**src/rtl/core/mzs_pkg.sv**
```systemverilog
package mzs_pkg;

   // square sizes and the row width register are fixed at 11 bits
   localparam int SIZE_W = 11;
   localparam int ROW_WIDTH_W = 11;
   localparam int ROW_WIDTH_RESET = 1024;
   localparam logic [SIZE_W-1:0] SIZE_SAT = 11'd2047;

   // entries in the queue between front and back
   localparam int QUEUE_DEPTH = 2;

   typedef struct packed {
      logic blocked;     // cell is blocked
      logic frame_end;   // last cell of the matrix
      logic first_row;   // cell sits in the first row
      logic wrap_clear;  // row restarted early after a width change: drop neighbours
      logic row_end;     // last cell of its row
   } item_flags_type;

   typedef struct packed {
      logic stage_busy;   // back stage holds an item
      logic commit_last;  // back stage retires a frame_end item this cycle
   } back_status_type;

endpackage

```
**src/rtl/core/mzs_front.sv**
```systemverilog
module mzs_front #(
   parameter int MAX_COLS = 1024
) (
   input  logic                         clock,
   input  logic                         reset,
   input  logic                         accept,
   input  logic                         blocked,
   input  logic                         frame_end,
   input  logic [$clog2(MAX_COLS):0]    row_width,
   output mzs_pkg::item_flags_type      flags,
   output logic [$clog2(MAX_COLS)-1:0]  col
);

   localparam int CW = $clog2(MAX_COLS);
   localparam int WW = CW + 1;

   logic [CW-1:0] col_ff;
   logic [CW-1:0] col_in;
   logic          first_row_ff;
   logic          first_row_in;
   logic          wrap;
   logic [CW-1:0] col_cur;
   logic [WW-1:0] col_next;
   logic          row_end;

   always_comb begin
      // a column at or past the width starts a new row
      wrap     = {1'b0, col_ff} >= row_width;
      col_cur  = wrap ? '0 : col_ff;
      col_next = {1'b0, col_cur} + WW'(1);
      row_end  = col_next >= row_width;

      flags.blocked    = blocked;
      flags.frame_end  = frame_end;
      flags.first_row  = first_row_ff;
      flags.wrap_clear = wrap && !first_row_ff;
      flags.row_end    = row_end;
      col              = col_cur;

      col_in       = col_ff;
      first_row_in = first_row_ff;
      if (accept) begin
         if (frame_end) begin
            col_in       = '0;
            first_row_in = 1'b1;
         end else if (row_end) begin
            col_in       = '0;
            first_row_in = 1'b0;
         end else begin
            col_in       = col_next[CW-1:0];
         end
      end
   end

   always_ff @(posedge clock) begin
      if (reset) begin
         col_ff       <= '0;
         first_row_ff <= 1'b1;
      end else begin
         col_ff       <= col_in;
         first_row_ff <= first_row_in;
      end
   end

endmodule

```
**config.mk**
```make
export PLATFORM = sky130hd
export DESIGN_NAME = mzs_front
export DESIGN_NICKNAME = d
export VERILOG_FILES = /design/src/rtl/core/mzs_pkg.sv /design/src/rtl/core/mzs_front.sv
export SDC_FILE = /design/constraint.sdc
export NUM_CORES = 1
export LEC_CHECK = 0
export BUFFER_PORTS_ARGS = -buffer_cell sky130_fd_sc_hd__buf_2
export CAP_MARGIN = 20
export CORE_MARGIN = 8
export CORE_UTILIZATION = 50
export DETAILED_ROUTE_END_ITERATION = 7
export GPL_TIMING_DRIVEN = 0
export PLACE_DENSITY = 0.76
export SYNTH_ARGS = -nofsm -noshare
export SYNTH_HDL_FRONTEND = slang
export SYNTH_SLANG_ARGS = --single-unit
```
**constraint.sdc**
```tcl
create_clock -name clock -period 11.3 [get_ports clock]
set_input_delay 1.13 -clock clock [delete_from_list [all_inputs] [get_ports clock]]
set_output_delay 1.13 -clock clock [all_outputs]
set_load 0.02 [all_outputs]
```
==> metrics.cfg <==
[route]
antenna_left = 0
wl_per_cell_um = 14.81
drtPass1Iterations = 4
drt_iter0_drc = 42
drc = 0
viasPerCell = 5.681
drt-total-wl_um = 3198
vias = 1227

[logic_synthesis]
ys_warn_count = 0
synth.distinct_cells = 35
netlist_top_cells_area = ha_1 (22%), dfxtp_1 (18%), and3_1 (6.1%)
synth_top_area_share_pct = 22.47
ys_seq_area_share_pct = 17.98
ys_seq_elements = 11
synth_edf_count = 0
yosys.area.top_type = ha_1
synth-main-ff-cell = dfxtp_1
async_flop_share_pct = 0
synthTopCellsByCount = ha_1 (22), and3_1 (12), inv_1 (12)
yosysMostFrequentCell = ha_1
syn-num-nets = 191
netlist_instances = 153
avgSynthCellArea_um2 = 8.006
synth_area_um2 = 1225

[worst_setup_path]
crit_chain = buf_2 -> inv_1 -> ha_1 -> a21o_1 -> a21o_1 -> a32oi_2 -> nand2_2 -> clkbuf_1 -> nor2_1 -> ha_1 -> and3_1 -> and3_1 -> and3_1 -> nand2b_1 -> a21oi_1 -> ha_1 -> a21o_1 -> a21o_1 -> a221o_1 -> buf_4 -> buf_2
worst-setup-path-type = input pin to primary output
path_buf_inv = 5
cp_data_arrival_time_ns = 5.66
cpPeakStageDelay_ns = 0.46
cp.required_ns = 10.17
worstSetupEndpointType = primary output
r2r_cells = 19
worst-path-max-fanout = 10
worst_path_most_repeated_cell = a21o_1
slowest_stage = a221o_1
path_delay_family = compound AO/OA/AOI/OAI gates
worstReg2RegStart = col_ff[2]$_SDFFE_PP0P_
r2r-end = col_ff[2]$_SDFFE_PP0P_
r2r_slack_ns = 6.15
start_kind = input pin

[timing]
fin_setup_tns_ns = 0
setup_viol = 0
fmax_ghz = 0.1473
worst_pin_slew_ns = 0.6963
hold_viol_final = 0
period_needed_ns = 6.788
maxSlewViolCount = 0
grt_setup_unrepaired = false
finalCritPeriodShare_pct = 60.07
finClkSkew_ns = 0.003240
relSlewSlack_pct = 52.97

[clock_tree]
cts_setup_buffers = 0
htree_levels = 1
path_clk_slew_ns = 0.07
clockBufferDepth = 2
insertion_delay_ns = 0.27
hold_buffers = 0
cts-root-buf = clkbuf_4
cts_sinks = 11
cts_buffers = 3
ctsResizeCount = 0
cts_tree = built

[cells_and_area]
design_area_um2 = 1434
drive_gt1_share_pct = 23.12
area_delta_synth_final_pct = 17.06
fin_nets = 225
diodes = 0
fillers = 235

[min_path]
worstHoldPathType = flop to flop
worstHoldStart = col_ff[0]$_SDFFE_PP0P_
min_path_cells = 2
min_to = col_ff[0]$_SDFFE_PP0P_

[pwr]
powerDensity_nw_per_um2 = 61.75
p_comb_share_pct = 23.2
pwr-share-clk_pct = 31.2
swShare_pct = 29.86
internal_power_uw = 62.11
vdd_ir_drop_max_uv = 38.91
p_leak_uw = 0.0008255
p_sw_uw = 26.44
power_frac_seq_pct = 45.6

[place]
place_area_um2 = 1408
port_buffers = 29
dpl.hpwl_um = 2643
gp_congestion = 0.8934

[die]
initial_core_util_pct = 51.31
core_area_um2 = 2387
num_rows = 18
die_h_um = 65.50
pin_count = 31
dieArea_um2 = 4290
chipWidth_um = 65.50

[global_route]
grt-ovfl-total = 0
grt_antenna_before_repair = 0
globalRouteTotalUtil_pct = 15.23
grt_pass1_vias = 1220
grt_pass1_wl_um = 5354
grt_max_degree = 11

[flow_run]
maxCapViolCount = 0

[run_status]
outcome = complete, no violations

[cells in the final DEF (no fill, tap or decap), types with 2 or more instances in the layout]
| cell type | n |
|---|---|
| buf_2 | 29 |
| ha_1 | 22 |
| and3_1 | 12 |
| inv_1 | 12 |
| a21oi_1 | 11 |
| nand2_1 | 11 |
| dfxtp_1 | 11 |
| nand2b_1 | 10 |
| nor2_1 | 9 |
| a21o_1 | 9 |
| o21ai_0 | 5 |
| a2111oi_0 | 4 |
| buf_4 | 4 |
| nand3_1 | 3 |
| xor2_1 | 3 |
| o21ai_2 | 3 |
| clkbuf_4 | 3 |
| and4_1 | 2 |
| nor2b_1 | 2 |
| clkbuf_1 | 2 |
| a31oi_1 | 2 |
| a221o_1 | 2 |
[tightest hold or removal path, cell delays in order, from the launching register on]
cell and delay, ns:
dfxtp_1 0.34, nand2b_1 0.08, a21oi_1 0.06
[how the worst max path moves through the flow]
stage,from,endpoint,slack [ns],cells past startpoint
floorplan,row_width[8],flags[0],5.17,19
global placement,row_width[8],flags[0],4.68,21
detailed placement,row_width[8],flags[0],4.57,21
CTS,row_width[8],flags[0],4.56,21
global route,row_width[8],flags[0],4.31,21
finish,row_width[8],flags[0],4.51,21
[sequential cells by signal (all words and copies together), names as in the netlist]
signal        count
first_row_ff      1
col_ff           10
[layer usage]
metal | wire length (um) | up-vias | GRT usage, % | part of all wire (%)
li1 | - | 627 | - | -
met1 | 1431 | 562 | 17.36 | 45
met2 | 1582 | 31 | 26.45 | 49
met3 | 128 | 7 | 3.061 | 4.0
met4 | 55 | 0 | 7.357 | 1.7
met5 | 0 | - | 0 | 0
[power groups by stage]
stage               sequential, uW  clock, uW  combinational, uW
detailed placement            41.3          0               20.8
global route                  40.5       30.3               23.4
finish                        40.4       27.6               20.6
CTS                           40.3       27.8               20.9
global placement              41.2          0               19.7
floorplan                     40.9          0               13.5
[area by class of cell]
type / count / area [um^2] / area share, %
buffer: 5 / 33.78 / 2.356
tap: 30 / 37.54 / 2.618
multi-input combinational: 125 / 925.9 / 64.57
clock buffer: 4 / 26.28 / 1.832
sequential: 11 / 220.2 / 15.36
inverter: 12 / 45.04 / 3.141
timing repair buffer: 29 / 145.1 / 10.12
[logic make-up after synthesis]
logic type	count (synthesis)	share of synthesized area [%]
adder cells (fa/ha/maj)	22	22.47
AND/OR/NAND/NOR	57	25.64
AO/OA/AOI/OAI	42	24.62
XOR/XNOR	4	2.861
buffers and inverters	17	6.435
flip-flops	11	17.98
[through the flow]
| stage | instances | total power (uW) | hold WS, ns | util (%) | setup WS (ns) |
|---|---|---|---|---|---|
| 3_5_place_dp | 212 | 62.04 | 0.5066 | 58.96 | 4.571 |
| 2_1_floorplan | 153 | 54.47 | 0.4698 | - | 5.174 |
| 3_3_place_gp | 212 | 60.94 | 0.5015 | 58.96 | 4.681 |
| 5_1_grt | 216 | 94.24 | 0.5542 | 60.06 | 4.310 |
| 6_report | 216 | 88.54 | 0.5190 | 60.06 | 4.512 |
| 4_1_cts | 216 | 89.05 | 0.5213 | 60.06 | 4.560 |
Power figures use the tool's default switching activity.
