===== config.mk =====
export PLATFORM = sky130hd
export DESIGN_NAME = mzs_queue
export DESIGN_NICKNAME = d
export VERILOG_FILES = /design/src/rtl/core/mzs_queue.sv
export SDC_FILE = /design/constraint.sdc
export NUM_CORES = 1
export LEC_CHECK = 0
export ABC_AREA = 1
export BUFFER_PORTS_ARGS = -buffer_cell sky130_fd_sc_hd__buf_2
export CORE_MARGIN = 1
export CORE_UTILIZATION = 30
export DETAILED_ROUTE_END_ITERATION = 8
export SYNTH_ARGS = -nofsm -noshare
export SYNTH_HDL_FRONTEND = slang
export SYNTH_SLANG_ARGS = --single-unit

===== constraint.sdc =====
create_clock -name clock -period 1.2 [get_ports clock]
set_input_delay 0.24 -clock clock [delete_from_list [all_inputs] [get_ports clock]]
set_output_delay 0.24 -clock clock [all_outputs]
set_load 0.01 [all_outputs]

===== src/rtl/core/mzs_queue.sv =====
module mzs_queue #(
   parameter int WIDTH = 8,
   parameter int DEPTH = 2
) (
   input  logic             clock,
   input  logic             reset,
   input  logic             push,
   input  logic [WIDTH-1:0] push_data,
   output logic             full,
   input  logic             pop,
   output logic             not_empty,
   output logic [WIDTH-1:0] pop_data
);

   localparam int AW = (DEPTH > 1) ? $clog2(DEPTH) : 1;
   localparam int CNTW = $clog2(DEPTH + 1);

   logic [WIDTH-1:0] entry_ff [DEPTH];
   logic [AW-1:0]    wr_ptr_ff;
   logic [AW-1:0]    wr_ptr_in;
   logic [AW-1:0]    rd_ptr_ff;
   logic [AW-1:0]    rd_ptr_in;
   logic [CNTW-1:0]  count_ff;
   logic [CNTW-1:0]  count_in;

   always_comb begin
      full      = count_ff == CNTW'(DEPTH);
      not_empty = count_ff != '0;
      pop_data  = entry_ff[rd_ptr_ff];

      wr_ptr_in = wr_ptr_ff;
      rd_ptr_in = rd_ptr_ff;
      count_in  = count_ff;
      if (push) begin
         wr_ptr_in = (wr_ptr_ff == AW'(DEPTH - 1)) ? '0 : wr_ptr_ff + AW'(1);
      end
      if (pop) begin
         rd_ptr_in = (rd_ptr_ff == AW'(DEPTH - 1)) ? '0 : rd_ptr_ff + AW'(1);
      end
      if (push && !pop) begin
         count_in = count_ff + CNTW'(1);
      end else if (pop && !push) begin
         count_in = count_ff - CNTW'(1);
      end
   end

   always_ff @(posedge clock) begin
      if (push) begin
         entry_ff[wr_ptr_ff] <= push_data;
      end
   end

   always_ff @(posedge clock) begin
      if (reset) begin
         wr_ptr_ff <= '0;
         rd_ptr_ff <= '0;
         count_ff  <= '0;
      end else begin
         wr_ptr_ff <= wr_ptr_in;
         rd_ptr_ff <= rd_ptr_in;
         count_ff  <= count_in;
      end
   end

endmodule


==> results of run 1 <==
power breakdown:
part	leakage (nW)	total [mW]	switching, mW	internal, mW
clock	0.0150	0.319	0.190	0.129
combinational	0.273	0.274	0.116	0.158
sequential	0.193	0.855	0.0220	0.833
cells by family (layout without fill, tap and decap cells):
group | Yosys count | count (layout) | synth area share (%)
mux | 8 | 8 | 14.3
compound gates | 2 | 2 | 1.19
buf+inv | 10 | 38 | 5.36
flops | 21 | 21 | 69.0
simple gates | 15 | 15 | 7.59
xor+xnor | 1 | 1 | 1.04
fa+ha+maj | 1 | 1 | 1.49
repair_timing:
item,CTS,global route
gates resized for setup,12,5
pin swaps,0,1
setup endpoints to repair,8,10
placed cells by master (no fill, tap or decap):
cell and n:
xnor2_1 1, buf_6 11, nand2_1 5, dfxtp_1 2
ha_1 1, dfxtp_2 2, mux2_4 8, inv_1 7
inv_2 2, buf_4 1, edfxtp_1 16, nor3_1 1
buf_2 13, nor2_2 1, nand2_2 1, nor2_1 5
nand3_1 1, clkbuf_1 1, a21oi_1 1, clkbuf_4 3
nand4_1 1, dfxtp_4 1, o21ai_0 1
stage by stage:
stage                     setup slack, ns  setup TNS (ns)
after global routing               -0.286           -2.22
after detailed placement           0.0394               0
after floorplan                     0.142               0
final                              -0.242           -1.90
after CTS                          -0.262           -2.06
after global placement             0.0657               0
critical path, cell delays in order (launching register included):
cell and delay (ns):
dfxtp_4 0.38, buf_6 0.11, mux2_4 0.30, buf_6 0.12
synth_stat cells:
master	instances	area share, %
a21oi_1	1	0.59
buf_6	1	1.3
dfxtp_1	5	12
edfxtp_1	16	57
ha_1	1	1.5
inv_1	8	3.6
inv_2	1	0.45
mux2_4	8	14
nand2_1	5	2.2
nand2_2	1	0.74
nand3_1	1	0.59
nand4_1	1	0.74
nor2_1	6	2.7
nor3_1	1	0.59
o21ai_0	1	0.59
xnor2_1	1	1.0
registers in the layout (all words and copies together), names as in the netlist, named ones only:
signal,count
wr_ptr_ff,1
count_ff,2
rd_ptr_ff,1
entry_ff,16
final cells by class:
class | instances | area, µm² | area share [%]
clock buffers | 4 | 26.3 | 2.39
inverters | 9 | 33.8 | 3.08
multi-input cells | 27 | 218 | 19.8
flip-flops and latches | 21 | 587 | 53.4
well taps | 30 | 37.5 | 3.42
repair buffers | 25 | 196 | 17.9
layer usage:
| metal | share of wire (%) | track usage [%] |
|---|---|---|
| met4 | 0 | 3.75 |
| met3 | 7.3 | 2.19 |
| met1 | 40 | 8.95 |
| met2 | 53 | 16.3 |
| met5 | 0 | 0 |
path summary, 6_finish.rpt:
check / startpoint / end / slack (ns) / cells past startpoint
worst max-delay path: flop / pop_data[5] / -0.24 / 3
worst min register to register: wr_ptr_ff / wr_ptr_ff / 0.52 / 2
worst min-delay path: push_data[4] / entry_ff[1][4] / 0.14 / 1
worst max register to register: wr_ptr_ff / entry_ff[1][3] / 0.19 / 2
==> results.toml, run 1 <==
[run_status]
status = "complete, but fails checks"
violations = "negative setup slack"

[detailed_routing]
drt-total-wl_um = 1210
vias = 498
ant_nets = 0
dr.pass1.iters = 4
drc = 0
detail_route.wl_per_cell_um = 10.4
viasPerCell = 4.29
first_iter_violations = 5

[timing]
finalCriticalPeriod_ns = 1.44
setup_slack_ns = -0.242
hold_viol = 0
drv_slew = 0
grt_setup_unrepaired = "yes"
max_slew.worst_pin.slew_ns = 0.351
slew_headroom_pct = 76.6
holdWs_ns = 0.136
finalCritPeriodShare_pct = 120
finalSetupViolations = 8
clock-skew-final_ns = 0.00583
timing.fmax_ghz = 0.694

[clock_tree]
clk_latency_ns = 0.29
htreeDepth = 1
clk_pin_slew_worst_paths_ns = 0.11
clock-sinks = 21
cts_tree = "yes"
cts_buffer_depth = 2
cts_root_buffer = "clkbuf_4"
post_cts_buffers = 0
cts_hold_buf = 0
cts_buffers = 3

[global_route]
grt_pass1_wl_um = 1790
grt_usage_pct = 8.66
grt-ovfl-total = 0
grt_pass1_vias = 479
grt_max_degree = 12
grt_antenna_before_repair = 0

[yosys]
synth.ff_latch_count = 21
ys_seq_area_share_pct = 69.0
synth_warnings = 0
synth_cell_type_count = 16
avgSynthCellArea_um2 = 14.5
syn_inst = 58
syn_area_um2 = 841
syn_nets = 71

[finish]
fillerInstances = 250
final_cells = 116
fin_util_pct = 42.8
finalNetCount = 100
drive_gt1_share_pct = 50.0
antenna_cells = 0
area_delta_synth_final_pct = 30.7
finalInstanceArea_um2 = 1100

[floorplanning]
num_rows = 18
start_util_pct = 32.7
ios = 22
core_um2 = 2570
die-area_um2 = 3020
die_x_um = 54.9
die_y_um = 54.9

[power_and_ir_drop]
power_mw = 1.45
power_per_cell_area_nw_per_um2 = 1320
ir_worst_vdd_mv = 0.584
leakagePower_nw = 0.481

[job]
maxCapViolCount = 0

[place]
io_buffers = 21
place_area_um2 = 1000
dp.cells = 112
gp_congestion = 0.633
dpl.hpwl_um = 954

[hold_path]
min-delay-path-class = "in2reg"

[critical_path]
cp_max_fo = 3
critical_path.endpoint_type = "output pin"
critPathKind = "reg2out"
cp_data_required_time_ns = 0.96
cp_data_arrival_time_ns = 1.20
startpoint_type = "flop"
Note: power is estimated with default switching activity, not from simulation.
==> run 2: changes to the inputs <==
--- a/config.mk
+++ b/config.mk
@@ -10,6 +10,7 @@
 export CORE_MARGIN = 1
 export CORE_UTILIZATION = 30
 export DETAILED_ROUTE_END_ITERATION = 8
+export PLACE_DENSITY_LB_ADDON = 0.15
 export SYNTH_ARGS = -nofsm -noshare
 export SYNTH_HDL_FRONTEND = slang
 export SYNTH_SLANG_ARGS = --single-unit
==> run 2 against run 1 <==
Net effect: the flow still finishes with violations (negative setup slack); global-route usage grew 0.39 points; clock power is essentially flat; sequential share of layout area grew 0.70 points; worst hold slack lost 0.0033 ns.
==> results.toml, run 2 (synthesis results as in run 1) <==
[run_status]
status = "complete, but fails checks"
violations = "negative setup slack"

[finish]
largest_reg_flops = 16
final_cell_mix = "edfxtp_1, buf_2, mux2_4, inv_1, buf_6"
final_cells = 114
area_delta_synth_final_pct = 28.4
finalNetCount = 98
reg.largest.list = "entry_ff (16), count_ff (2)"
drive_gt1_share_pct = 46.4
final_common_cell = "edfxtp_1"
fillerInstances = 247
antenna_cells = 0
top_register = "entry_ff"

[critical_path]
r2r-start = "wr_ptr_ff"
critical_path.endpoint_type = "output pin"
r2r_cells = 2
cp_data_arrival_time_ns = 1.20
reg2reg_to = "entry_ff[1][4]"
cp_max_fo = 8
startpoint_type = "flop"
cp_data_required_time_ns = 0.96
crit_end = "pop_data[0]"
ff2ff_setup_slack_ns = 0.17
critPathKind = "reg2out"

[clock_tree]
cts_buffers = 3
clk_pin_slew_worst_paths_ns = 0.11
cts_buffer_depth = 2
htreeDepth = 1
cts_tree = "yes"
cts_root_buffer = "clkbuf_4"
cts_hold_buf = 0
clk_latency_ns = 0.29
cts.repair.resized = 9
post_cts_buffers = 0
clock-sinks = 21

[detailed_routing]
drt-total-wl_um = 1140
ant_nets = 0
drc = 0
viasPerCell = 4.21
route.top_layer_used = "met4"
wirelength_met1_um = 487
vias = 480
detail_route.wl_per_cell_um = 10.0
wl_met2_um = 561
dr.pass1.iters = 4
wl_met3_um = 81
first_iter_violations = 3

[timing]
grt_setup_unrepaired = "yes"
slew_headroom_pct = 75.3
finalCriticalPeriod_ns = 1.44
setup_slack_ns = -0.235
hold_viol = 0
max_slew.worst_pin.slew_ns = 0.370
clock-skew-final_ns = 0.00189
setup_tns_ns = -1.86
drv_slew = 0
timing.fmax_ghz = 0.697
finalCritPeriodShare_pct = 120
finalSetupViolations = 8

[global_route]
grt_antenna_before_repair = 0
grt_max_degree = 12
grt_pass1_wl_um = 1800
grt_pass1_vias = 444
grt_usage_pct = 9.04
grt-ovfl-total = 0

[floorplanning]
die_x_um = 54.9
die-area_um2 = 3020
core_um2 = 2570
die_y_um = 54.9
ios = 22
num_rows = 18
start_util_pct = 32.7

[place]
dp.cells = 110
place_ws_ns = 0.0461
io_buffers = 21
gp_congestion = 0.649
dpl.hpwl_um = 842

[power_and_ir_drop]
power_per_cell_area_nw_per_um2 = 1330
leakagePower_nw = 0.473
ir_worst_vdd_mv = 0.614

[hold_path]
min_from = "push_data[7]"
min-delay-path-class = "in2reg"

[job]
maxCapViolCount = 0
run 2: changes by cell type in the layout (fill, tap and decap cells not counted), sizes merged:
cell / delta
buf: -2
run 2: area by class of cell:
cell class	instances	area (µm²)	share of cell area [%]
clock buffer	4	26.3	2.43
inverter	9	33.8	3.13
tap	30	37.5	3.48
multi-input combinational	27	215	19.9
timing repair buffer	23	183	16.9
sequential	21	584	54.1
run 2: critical path: stages, from the launching register on:
cell	delay, ns
dfxtp_2	0.35
buf_12	0.13
mux2_4	0.30
buf_6	0.12
run 2: metal layers:
| layer | up-vias | global-route usage (%) |
|---|---|---|
| li1 | 248 | - |
| met1 | 215 | 9.76 |
| met2 | 15 | 14.9 |
| met3 | 2 | 3.01 |
| met4 | 0 | 6.25 |
| met5 | - | 0 |
run 2: worst min path at each step:
| stage | endpoint | slack, ns | cells past startpoint |
|---|---|---|---|
| global route | entry_ff[1][7] | 0.12 | 1 |
| detailed placement | entry_ff[1][3] | 0.43 | 1 |
| CTS | entry_ff[1][3] | 0.12 | 1 |
| global placement | entry_ff[0][0] | 0.43 | 1 |
| floorplan | flop | 0.31 | 1 |
| finish | entry_ff[0][7] | 0.13 | 1 |
run 2: where the power goes:
part,internal [mW],total [mW],switching (mW)
registers,0.833,0.850,0.0168
logic,0.151,0.265,0.114
clock network,0.129,0.318,0.189
total,1.11,1.43,0.320
run 2: metrics by stage:
step	instance area (µm²)	util, %	power, mW	hold slack (ns)
global route	1080	42.1	1.51	0.118
floorplan	841	-	1.01	0.312
CTS	1080	42.0	1.45	0.122
finish	1080	42.1	1.43	0.133
detailed placement	1000	38.9	1.10	0.434
global placement	1000	38.9	1.09	0.429
